==> src/rtl/was_pkg.sv <==
package was_pkg;

  // activation field, Q0.16 fraction
  localparam int unsigned ActBits = 16;
  // action field of a result word
  localparam int unsigned ActionW = 4;

  // minimal-standard generator x' = x * 48271 mod (2^31 - 1)
  localparam int unsigned RngW = 31;
  localparam int unsigned LcgMulW = 16;
  localparam logic [LcgMulW-1:0] LcgMul = 16'd48271;
  localparam logic [RngW-1:0] LcgMod = 31'h7FFF_FFFF;

  // action count range tops out at 64
  localparam int unsigned DefMaxActions = 16;
  localparam int unsigned MaxIdxW = 6;
  localparam int unsigned MaxCntW = 7;

  // configuration port
  localparam int unsigned CfgIdxW = 1;
  localparam int unsigned CfgDataW = 31;
  localparam logic [CfgIdxW-1:0] CfgUseMax = 1'd0;
  localparam logic [CfgIdxW-1:0] CfgSeed = 1'd1;

  typedef enum logic [2:0] {
    StAcc,
    StSel,
    StRed,
    StMul,
    StWalk,
    StFin
  } was_state_e;

  // search token handed from cell to cell
  typedef struct packed {
    logic               valid;
    logic               found;
    logic [MaxIdxW-1:0] pos;
    logic [MaxIdxW-1:0] sel;
  } was_token_t;

  // generator control
  typedef struct packed {
    logic load;
    logic mul;
    logic red;
  } was_lcg_ctrl_t;

endpackage

==> src/rtl/was_ifs.sv <==
interface was_in_if;
  logic                            valid;
  logic                            ready;
  logic [was_pkg::ActBits-1:0]     activation;
  logic                            last;

  modport source (output valid, activation, last, input ready);
  modport sink (input valid, activation, last, output ready);
endinterface

interface was_out_if;
  logic                            valid;
  logic                            ready;
  logic [was_pkg::ActionW-1:0]     action;

  modport source (output valid, action, input ready);
  modport sink (input valid, action, output ready);
endinterface

==> src/rtl/was_lcg.sv <==
module was_lcg (
  input  logic                      clk_i,
  input  logic                      rst_ni,
  input  was_pkg::was_lcg_ctrl_t    ctrl_i,
  input  logic [was_pkg::RngW-1:0]  seed_i,
  output logic [was_pkg::RngW-1:0]  state_o
);

  localparam int unsigned ProdW = was_pkg::RngW + was_pkg::LcgMulW;

  logic [was_pkg::RngW-1:0] state_q, state_d;
  logic [ProdW-1:0]         prod_q;
  logic [was_pkg::RngW:0]   fold;
  logic [was_pkg::RngW:0]   fold_red;
  logic [was_pkg::RngW-1:0] seed_state;

  // mersenne fold: high part added back onto the low part, one subtract at most
  assign fold = {1'b0, prod_q[was_pkg::RngW-1:0]}
              + (was_pkg::RngW + 1)'(prod_q[ProdW-1:was_pkg::RngW]);
  assign fold_red = (fold >= {1'b0, was_pkg::LcgMod}) ? fold - {1'b0, was_pkg::LcgMod}
                                                       : fold;

  assign seed_state = (seed_i == '0 || seed_i == was_pkg::LcgMod)
                    ? was_pkg::RngW'(1) : seed_i;

  always_comb begin
    state_d = state_q;
    if (ctrl_i.load) begin
      state_d = seed_state;
    end else if (ctrl_i.red) begin
      state_d = (fold_red == '0) ? was_pkg::RngW'(1) : fold_red[was_pkg::RngW-1:0];
    end
  end

  always_ff @(posedge clk_i) begin
    if (ctrl_i.mul) begin
      prod_q <= ProdW'(state_q) * ProdW'(was_pkg::LcgMul);
    end
  end

  always_ff @(posedge clk_i or negedge rst_ni) begin
    if (!rst_ni) begin
      state_q <= was_pkg::RngW'(1);
    end else begin
      state_q <= state_d;
    end
  end

  assign state_o = state_q;

endmodule

==> src/rtl/was_cell.sv <==
module was_cell #(
  parameter int unsigned SumW = 20
) (
  input  logic                                clk_i,
  input  logic                                rst_ni,
  input  logic                                wr_en_i,
  input  logic [SumW-1:0]                     wr_data_i,
  input  logic [SumW+was_pkg::RngW-1:0]       rhs_i,
  input  logic [was_pkg::MaxCntW-1:0]         count_i,
  input  was_pkg::was_token_t                 tok_i,
  output was_pkg::was_token_t                 tok_o
);

  logic [SumW-1:0]     prefix_q;
  was_pkg::was_token_t tok_q, tok_d;
  logic                live;
  logic                hit;

  // entry exists in this set and its scaled prefix reaches the threshold
  assign live = {1'b0, tok_i.pos} < count_i;
  assign hit  = {prefix_q, {was_pkg::RngW{1'b0}}} >= rhs_i;

  always_comb begin
    tok_d     = tok_i;
    tok_d.pos = tok_i.pos + 1'b1;
    if (tok_i.valid && !tok_i.found && live && hit) begin
      tok_d.found = 1'b1;
      tok_d.sel   = tok_i.pos;
    end
  end

  always_ff @(posedge clk_i) begin
    if (wr_en_i) begin
      prefix_q <= wr_data_i;
    end
  end

  always_ff @(posedge clk_i or negedge rst_ni) begin
    if (!rst_ni) begin
      tok_q <= '0;
    end else begin
      tok_q <= tok_d;
    end
  end

  assign tok_o = tok_q;

endmodule

==> src/rtl/weighted_action_selector.sv <==
// weighted action selector: roulette-wheel pick over one set of activations
// in_if carries one activation word (unsigned Q0.16) and a last flag; out_if
// carries one action word per set, given after the word flagged last.
// a non-last word is taken on its handshake: it adds to the running sum, stores
// its prefix sum in the next cell of the chain and updates the running max.
// words beyond MAX_ACTIONS in a set are dropped, their last flag still counts.
// after a last word, max mode goes from the select state to the final state;
// sampling mode steps the generator (multiply, fold), forms the threshold
// multiply and walks the search token along the cell chain one cell per cycle.
// a zero sum skips the walk.
// in_if.ready is low during that time; the action lands in an output register
// and the next set may start while it waits on a stalled receiver. a second
// result waits in the final state until the output register frees.
// cfg write index 0 sets use_max, index 1 loads the generator from the seed.
// reset empties the set, clears use_max and puts the generator at one.
module weighted_action_selector #(
  parameter int unsigned MAX_ACTIONS = was_pkg::DefMaxActions
) (
  input  logic                          clk_i,
  input  logic                          rst_ni,
  was_in_if.sink                        in_if,
  was_out_if.source                     out_if,
  input  logic                          cfg_we_i,
  input  logic [was_pkg::CfgIdxW-1:0]   cfg_idx_i,
  input  logic [was_pkg::CfgDataW-1:0]  cfg_wdata_i
);

  localparam int unsigned IdxW = (MAX_ACTIONS > 1) ? $clog2(MAX_ACTIONS) : 1;
  localparam int unsigned CntW = $clog2(MAX_ACTIONS + 1);
  localparam int unsigned SumW = was_pkg::ActBits + IdxW;
  localparam int unsigned RhsW = SumW + was_pkg::RngW;
  localparam int unsigned ZprW = was_pkg::RngW + CntW;

  // fsm
  was_pkg::was_state_e state_q, state_d;

  // set state
  logic [SumW-1:0]             sum_q;
  logic [CntW-1:0]             count_q;
  logic [was_pkg::ActBits-1:0] best_val_q;
  logic [IdxW-1:0]             best_idx_q;
  logic                        use_max_q;

  // selection datapath
  logic [RhsW-1:0]             rhs_q;
  logic [IdxW-1:0]             res_q;
  logic                        launch_q, launch_d;
  logic                        out_valid_q;
  logic [was_pkg::ActionW-1:0] out_action_q;

  // control
  logic                        in_acc;
  logic                        acc_wr;
  logic                        out_free;
  logic                        fin_go;
  logic                        sum_zero;
  was_pkg::was_lcg_ctrl_t      lcg_ctrl;
  logic [was_pkg::RngW-1:0]    rng;
  logic [was_pkg::RngW-1:0]    draw;
  logic [ZprW-1:0]             zprod;
  logic [SumW-1:0]             sum_next;
  logic [MAX_ACTIONS-1:0]      wr_en;

  was_pkg::was_token_t         tok [MAX_ACTIONS+1];

  assign in_acc   = in_if.valid && in_if.ready;
  assign acc_wr   = in_acc && (count_q < CntW'(MAX_ACTIONS));
  assign out_free = !out_valid_q || out_if.ready;
  assign sum_zero = (sum_q == '0);
  assign sum_next = sum_q + SumW'(in_if.activation);
  assign draw     = rng - was_pkg::RngW'(1);
  assign zprod    = ZprW'(draw) * ZprW'(count_q);

  // next state
  always_comb begin
    state_d = state_q;
    case (state_q)
      was_pkg::StAcc: begin
        if (in_acc && in_if.last) state_d = was_pkg::StSel;
      end
      was_pkg::StSel: begin
        state_d = use_max_q ? was_pkg::StFin : was_pkg::StRed;
      end
      was_pkg::StRed: begin
        state_d = was_pkg::StMul;
      end
      was_pkg::StMul: begin
        state_d = sum_zero ? was_pkg::StFin : was_pkg::StWalk;
      end
      was_pkg::StWalk: begin
        if (tok[MAX_ACTIONS].valid) state_d = was_pkg::StFin;
      end
      was_pkg::StFin: begin
        if (out_free) state_d = was_pkg::StAcc;
      end
      default: begin
        state_d = was_pkg::StAcc;
      end
    endcase
  end

  // fsm outputs
  always_comb begin
    in_if.ready   = 1'b0;
    lcg_ctrl.load = cfg_we_i && (cfg_idx_i == was_pkg::CfgSeed);
    lcg_ctrl.mul  = 1'b0;
    lcg_ctrl.red  = 1'b0;
    launch_d      = 1'b0;
    fin_go        = 1'b0;
    case (state_q)
      was_pkg::StAcc:  in_if.ready  = 1'b1;
      was_pkg::StSel:  lcg_ctrl.mul = !use_max_q;
      was_pkg::StRed:  lcg_ctrl.red = 1'b1;
      was_pkg::StMul:  launch_d     = !sum_zero;
      was_pkg::StWalk: launch_d     = 1'b0;
      was_pkg::StFin:  fin_go       = out_free;
      default:         in_if.ready  = 1'b0;
    endcase
  end

  // one write strobe per cell, the cell at the current fill position
  always_comb begin
    for (int i = 0; i < MAX_ACTIONS; i++) begin
      wr_en[i] = acc_wr && (count_q == CntW'(i));
    end
  end

  // search token enters the head of the chain once the threshold is registered
  assign tok[0] = '{valid: launch_q, found: 1'b0, pos: '0, sel: '0};

  for (genvar g = 0; g < MAX_ACTIONS; g++) begin : g_cell
    was_cell #(
      .SumW (SumW)
    ) u_cell (
      .clk_i     (clk_i),
      .rst_ni    (rst_ni),
      .wr_en_i   (wr_en[g]),
      .wr_data_i (sum_next),
      .rhs_i     (rhs_q),
      .count_i   (was_pkg::MaxCntW'(count_q)),
      .tok_i     (tok[g]),
      .tok_o     (tok[g+1])
    );
  end

  was_lcg u_lcg (
    .clk_i   (clk_i),
    .rst_ni  (rst_ni),
    .ctrl_i  (lcg_ctrl),
    .seed_i  (cfg_wdata_i[was_pkg::RngW-1:0]),
    .state_o (rng)
  );

  // selection datapath, no reset needed
  always_ff @(posedge clk_i) begin
    if (state_q == was_pkg::StMul) begin
      rhs_q <= RhsW'(draw) * RhsW'(sum_q);
    end
    case (state_q)
      was_pkg::StSel: begin
        if (use_max_q) res_q <= best_idx_q;
      end
      was_pkg::StMul: begin
        // zero sum: uniform pick scaled from the draw
        if (sum_zero) res_q <= IdxW'(zprod[ZprW-1:was_pkg::RngW]);
      end
      was_pkg::StWalk: begin
        if (tok[MAX_ACTIONS].valid) begin
          // nothing qualified: clamp to the last stored entry
          res_q <= tok[MAX_ACTIONS].found ? tok[MAX_ACTIONS].sel[IdxW-1:0]
                                          : IdxW'(count_q - CntW'(1));
        end
      end
      default: begin
        res_q <= res_q;
      end
    endcase
    if (fin_go) begin
      out_action_q <= was_pkg::ActionW'(res_q);
    end
  end

  // control state
  always_ff @(posedge clk_i or negedge rst_ni) begin
    if (!rst_ni) begin
      state_q     <= was_pkg::StAcc;
      sum_q       <= '0;
      count_q     <= '0;
      best_val_q  <= '0;
      best_idx_q  <= '0;
      use_max_q   <= 1'b0;
      launch_q    <= 1'b0;
      out_valid_q <= 1'b0;
    end else begin
      state_q  <= state_d;
      launch_q <= launch_d;
      if (cfg_we_i) begin
        case (cfg_idx_i)
          was_pkg::CfgUseMax: use_max_q <= cfg_wdata_i[0];
          default:            use_max_q <= use_max_q;
        endcase
      end
      if (fin_go) begin
        sum_q      <= '0;
        count_q    <= '0;
        best_val_q <= '0;
        best_idx_q <= '0;
      end else if (acc_wr) begin
        sum_q   <= sum_next;
        count_q <= count_q + CntW'(1);
        // strict compare keeps the lowest index on ties
        if (count_q == '0 || in_if.activation > best_val_q) begin
          best_val_q <= in_if.activation;
          best_idx_q <= IdxW'(count_q);
        end
      end
      if (fin_go) begin
        out_valid_q <= 1'b1;
      end else if (out_if.ready) begin
        out_valid_q <= 1'b0;
      end
    end
  end

  assign out_if.valid  = out_valid_q;
  assign out_if.action = out_action_q;

  // fill count never passes the chain length
  a_count_bound: assert property (@(posedge clk_i) disable iff (!rst_ni)
    count_q <= CntW'(MAX_ACTIONS))
    else $error("fill count beyond chain length");

  // generator never reaches zero or the modulus
  a_rng_range: assert property (@(posedge clk_i) disable iff (!rst_ni)
    rng != '0 && rng != was_pkg::LcgMod)
    else $error("generator state out of range");

  // a last word always starts a selection
  a_last_sel: assert property (@(posedge clk_i) disable iff (!rst_ni)
    in_acc && in_if.last |=> state_q == was_pkg::StSel)
    else $error("last word did not start selection");

  // a result only appears out of the final state
  a_out_from_fin: assert property (@(posedge clk_i) disable iff (!rst_ni)
    $rose(out_valid_q) |-> $past(state_q == was_pkg::StFin))
    else $error("result loaded outside final state");

  // the token is launched only for a nonzero sum
  a_launch_sum: assert property (@(posedge clk_i) disable iff (!rst_ni)
    launch_q |-> !sum_zero && state_q == was_pkg::StWalk)
    else $error("search token launched without a weighted draw");

endmodule

==> src/flat_wrapper.sv <==
// flat-port wrapper written by rule: the top's interface ports become plain ports
module weighted_action_selector_flat 
#(
  parameter int unsigned MAX_ACTIONS = was_pkg::DefMaxActions
)
  (clk_i, rst_ni, cfg_we_i, cfg_idx_i, cfg_wdata_i, in_if_valid, in_if_activation, in_if_last, in_if_ready, out_if_valid, out_if_action, out_if_ready);
  was_in_if in_if_i ();
  was_out_if out_if_i ();
  input  logic clk_i;
  input  logic rst_ni;
  input  logic cfg_we_i;
  input  logic [was_pkg::CfgIdxW-1:0] cfg_idx_i;
  input  logic [was_pkg::CfgDataW-1:0] cfg_wdata_i;
  input wire logic [$bits(in_if_i.valid)-1:0] in_if_valid;
  input wire logic [$bits(in_if_i.activation)-1:0] in_if_activation;
  input wire logic [$bits(in_if_i.last)-1:0] in_if_last;
  output wire logic [$bits(in_if_i.ready)-1:0] in_if_ready;
  output wire logic [$bits(out_if_i.valid)-1:0] out_if_valid;
  output wire logic [$bits(out_if_i.action)-1:0] out_if_action;
  input wire logic [$bits(out_if_i.ready)-1:0] out_if_ready;
  assign in_if_i.valid = in_if_valid;
  assign in_if_i.activation = in_if_activation;
  assign in_if_i.last = in_if_last;
  assign in_if_ready = in_if_i.ready;
  assign out_if_valid = out_if_i.valid;
  assign out_if_action = out_if_i.action;
  assign out_if_i.ready = out_if_ready;
  weighted_action_selector #(.MAX_ACTIONS(MAX_ACTIONS)) u_core (.clk_i(clk_i), .rst_ni(rst_ni), .in_if(in_if_i), .out_if(out_if_i), .cfg_we_i(cfg_we_i), .cfg_idx_i(cfg_idx_i), .cfg_wdata_i(cfg_wdata_i));
endmodule
==> config.mk <==
export PLATFORM = sky130hd
export DESIGN_NAME = weighted_action_selector_flat
export DESIGN_NICKNAME = d
export VERILOG_FILES = /design/src/rtl/was_pkg.sv /design/src/rtl/was_ifs.sv /design/src/rtl/was_lcg.sv /design/src/rtl/was_cell.sv /design/src/rtl/weighted_action_selector.sv /design/src/flat_wrapper.sv
export SDC_FILE = /design/constraint.sdc
export NUM_CORES = 2
export LEC_CHECK = 0
export ABC_AREA = 1
export BUFFER_PORTS_ARGS = -buffer_cell sky130_fd_sc_hd__buf_2
export CAP_MARGIN = 10
export CORE_MARGIN = 2
export CORE_UTILIZATION = 35
export CTS_CLUSTER_DIAMETER = 40
export DETAILED_ROUTE_END_ITERATION = 8
export SYNTH_ARGS = -nofsm -noshare
export SYNTH_HDL_FRONTEND = slang
export SYNTH_SLANG_ARGS = --single-unit
==> constraint.sdc <==
create_clock -name clk_i -period 9.7 [get_ports clk_i]
set_clock_uncertainty 0.15 [all_clocks]
set_input_delay 1.94 -clock clk_i [delete_from_list [all_inputs] [get_ports clk_i]]
set_output_delay 1.94 -clock clk_i [all_outputs]
set_load 0.02 [all_outputs]
==> impl_metrics.tcl <==
set metrics [dict create \
    r2r_start "u_core.u_lcg.state_o[5]$_DFFE_PN0P_" \
    hold_viol 0 \
    wl_per_cell_microns 21.4 \
    clk_pin_slew_ns 0.06 \
    syn_to_final_growth_pct 11.1 \
    initial_core_util_pct 35.3 \
    diodes 0 \
    synth-simple-area-share_pct 14.9 \
    drive_above_1_share_pct 6.69 \
    ant_nets 0 \
    port_buffers 59 \
    synth_largest_area_cell "fa_1" \
    grt_max_degree 103 \
    chipWidth_microns 442 \
    ios 60 \
    critPathRequiredTime_ns 10.03 \
    cts_num_sinks 669 \
    startpoint_type "register" \
    drv_slew 0 \
    rsz0062_at_grt "no" \
    synth_edf_count 426 \
    firstDrtPassIters 7 \
    r2r_setup_slack_ns 0.74 \
    r2r_cells 36 \
    cts.hold.buffers_added 0 \
    syn_nets 8827 \
    viasPerCell 5.18 \
    core-area_sq_mm 0.190 \
    cts_max_level 3 \
    post-route-drc-count 0 \
    synth_top_family_by_area "adder cells" \
    cts_tree "yes" \
    ys_types 62 \
    cp-end-kind "register" \
    async_flop_share_pct 36.3 \
    muxShareOfSynthArea_pct 0.436 \
    finalSetupTns_ns 0 \
    nNetsFinal 8961 \
    grt_pass1_vias 53492 \
    yosys.area_share.adder_pct 39.9 \
    cpPeakStageDelay_ns 0.64 \
    synth_top_area_share_pct 23.7 \
    syn_inst 7109 \
    ys_warn_count 0 \
    num_rows 160 \
    synth_xor_area_share_pct 2.29 \
    root_buffer "clkbuf_16" \
    grt_overflow 0 \
    synth_most_common_cell "inv_1" \
    crit_path_max_fanout 16 \
    max_cap_viol_count 0 \
    cts_inserted_buffers 91 \
    min_period_over_period_pct 92.4 \
    synth-seq-area-share_pct 28.1 \
    critical_path_class "reg2reg" \
    r2r_end "u_core.rhs_q[50]$_DFFE_PP_" \
    place.gp.congestion 0.992 \
    holdPathEnd "u_core.g_cell[8].u_cell.tok_o[13]$_DFF_PN0_" \
    dpl.hpwl_mm 164 \
    fmax_ghz 0.112 \
    placed_cell_area_sq_mm 0.0714 \
    postRouteWirelength_mm 210 \
    ys_ff_latch 669 \
    n_fill_cell 18679 \
    grt_util_all_layers_pct 21.6 \
    syn_area_sq_mm 0.0672 \
    relSlewSlack_pct 20.0 \
    status "finished clean" \
    min_period_ns 8.96 \
    clkLatencyLatePin_ns 0.72 \
    grt_pass1_wl_mm 323 \
    clockBufferDepth 3 \
    die_area_sq_mm 0.196 \
    worst_pin_slew_ns 1.20 \
    syn_area_per_cell_sq_um 9.45 \
    hold_path_depth 0 \
    critPathSlowestCell "dfrtp_1" \
    synth_flop_cell "edfxtp_1" \
    antenna_found_initial 4 \
    fin_area_sq_mm 0.0746 \
    synth_area_leaders "fa_1 24%, edfxtp_1 19%, ha_1 16%" \
    synth_compound_area_share_pct 6.45 \
    worstPathArrival_ns 9.29 \
    vias 50972 \
    hold_start "u_core.g_cell[7].u_cell.tok_o[13]$_DFF_PN0_" \
    setup_viol 0 \
    hold_path.class "reg2reg" \
    synth_common_cells "1218 x inv_1, 1177 x nand2_1, 868 x ha_1" \
    crit_top_cell "nand2_1" \
    die_h_microns 442 \
    dr.first_iter.drc_count 3964 \
]
-- critical path, delay by kind of cell, from the launching register on --
family,cells,cell delay (ns)
AOI/OAI and AO/OA,6,1.23
buffers and inverters,9,1.30
DFF,1,0.64
and+or+nand+nor,11,1.17
adders and majority gates,9,4.15
xor gates and xnor gates,1,0.13
-- routing by layer --
metal  part of all wire [%]  wire [microns]  GRT usage, %
met5                      0               0             0
met4                    5.3           11100          9.90
met3                    6.7           14100          3.46
met2                     47           99900          36.3
met1                     41           85300          27.3
-- layout make-up --
| class | instances | area [sq um] | area share [%] |
|---|---|---|---|
| Sequential cell | 669 | 18900 | 25.3 |
| Clock inverter | 67 | 857 | 1.15 |
| Inverter | 1243 | 4670 | 6.26 |
| Clock buffer | 104 | 2390 | 3.20 |
| Multi-Input combinational cell | 5032 | 43300 | 58.0 |
| Tap cell | 2511 | 3140 | 4.21 |
| Timing Repair Buffer | 206 | 1430 | 1.91 |
-- repair_timing --
item	in CTS	in global routing
setup endpoints to repair	0	4
resized for setup	0	5
setup buffers	0	0
-- placed cells by master (no fill, tap or decap), drive strengths merged, types with 4 or more instances in the layout --
cell      instances
inv            1244
nand2          1202
ha              868
fa              796
nor2            707
edfxtp          426
a21oi           368
nand3           252
dfrtp           242
o21ai           206
buf             206
nand4           124
xor2            121
clkbuf          104
xnor2            55
nor4             54
clkinv           47
nor3             40
o211ai           38
mux2             26
a31oi            26
o21a             22
o221ai           21
a21o             16
a211oi           16
o22ai            13
bufinv           10
clkinvlp          9
nand3b            8
o21bai            6
o2111ai           5
nor3b             5
a21boi            5
or2               5
o311ai            4
o221a             4
-- worst max-delay path by stage --
stage / startpoint / end
2_1_floorplan: u_core.u_lcg.state_o[2]$_DFFE_PN0P_ / u_core.rhs_q[47]$_DFFE_PP_
3_3_place_gp: u_core.u_lcg.state_o[4]$_DFFE_PN0P_ / u_core.rhs_q[44]$_DFFE_PP_
3_5_place_dp: u_core.u_lcg.state_o[4]$_DFFE_PN0P_ / u_core.rhs_q[50]$_DFFE_PP_
4_1_cts: u_core.u_lcg.state_o[4]$_DFFE_PN0P_ / u_core.rhs_q[50]$_DFFE_PP_
5_1_grt: u_core.u_lcg.state_o[1]$_DFFE_PN0P_ / u_core.rhs_q[47]$_DFFE_PP_
6_report: u_core.u_lcg.state_o[5]$_DFFE_PN0P_ / u_core.rhs_q[50]$_DFFE_PP_
-- sequential cells by signal, summed over array words and instances, names as in the netlist --
name	cells
u_core.g_cell.u_cell.prefix_q	320
u_core.g_cell.u_cell.tok_o	161
u_core.rhs_q	51
u_core.u_lcg.prod_q	47
u_core.u_lcg.state_o	31
u_core.sum_q	20
u_core.best_val_q	16
u_core.count_q	5
u_core.best_idx_q	4
u_core.out_if.action	4
u_core.res_q	4
u_core.state_q	3
u_core.launch_q	1
u_core.out_if.valid	1
u_core.use_max_q	1
-- metrics by stage --
stage               util (%)  hold WS, ns  cells  setup WS (ns)
floorplan                  -        0.196   7109           1.29
global placement        37.5        0.210   9660          0.671
detailed placement      37.5        0.211   9660          0.518
CTS                     39.2        0.225   9831          0.587
global route            39.2        0.238   9832         0.0598
finish                  39.2        0.230   9832          0.737
-- kinds of logic after synthesis --
logic type / after synthesis
AND/OR/NAND/NOR: 2400
buffers and inverters: 1408
AO/OA/AOI/OAI: 765
adder cells (fa/ha/maj): 1664
flip-flops: 669
multiplexers: 26
XOR/XNOR: 176
other: 1
Power is not shown: default switching activity piles up to over one toggle a cycle in this logic, so the estimate is an artifact.
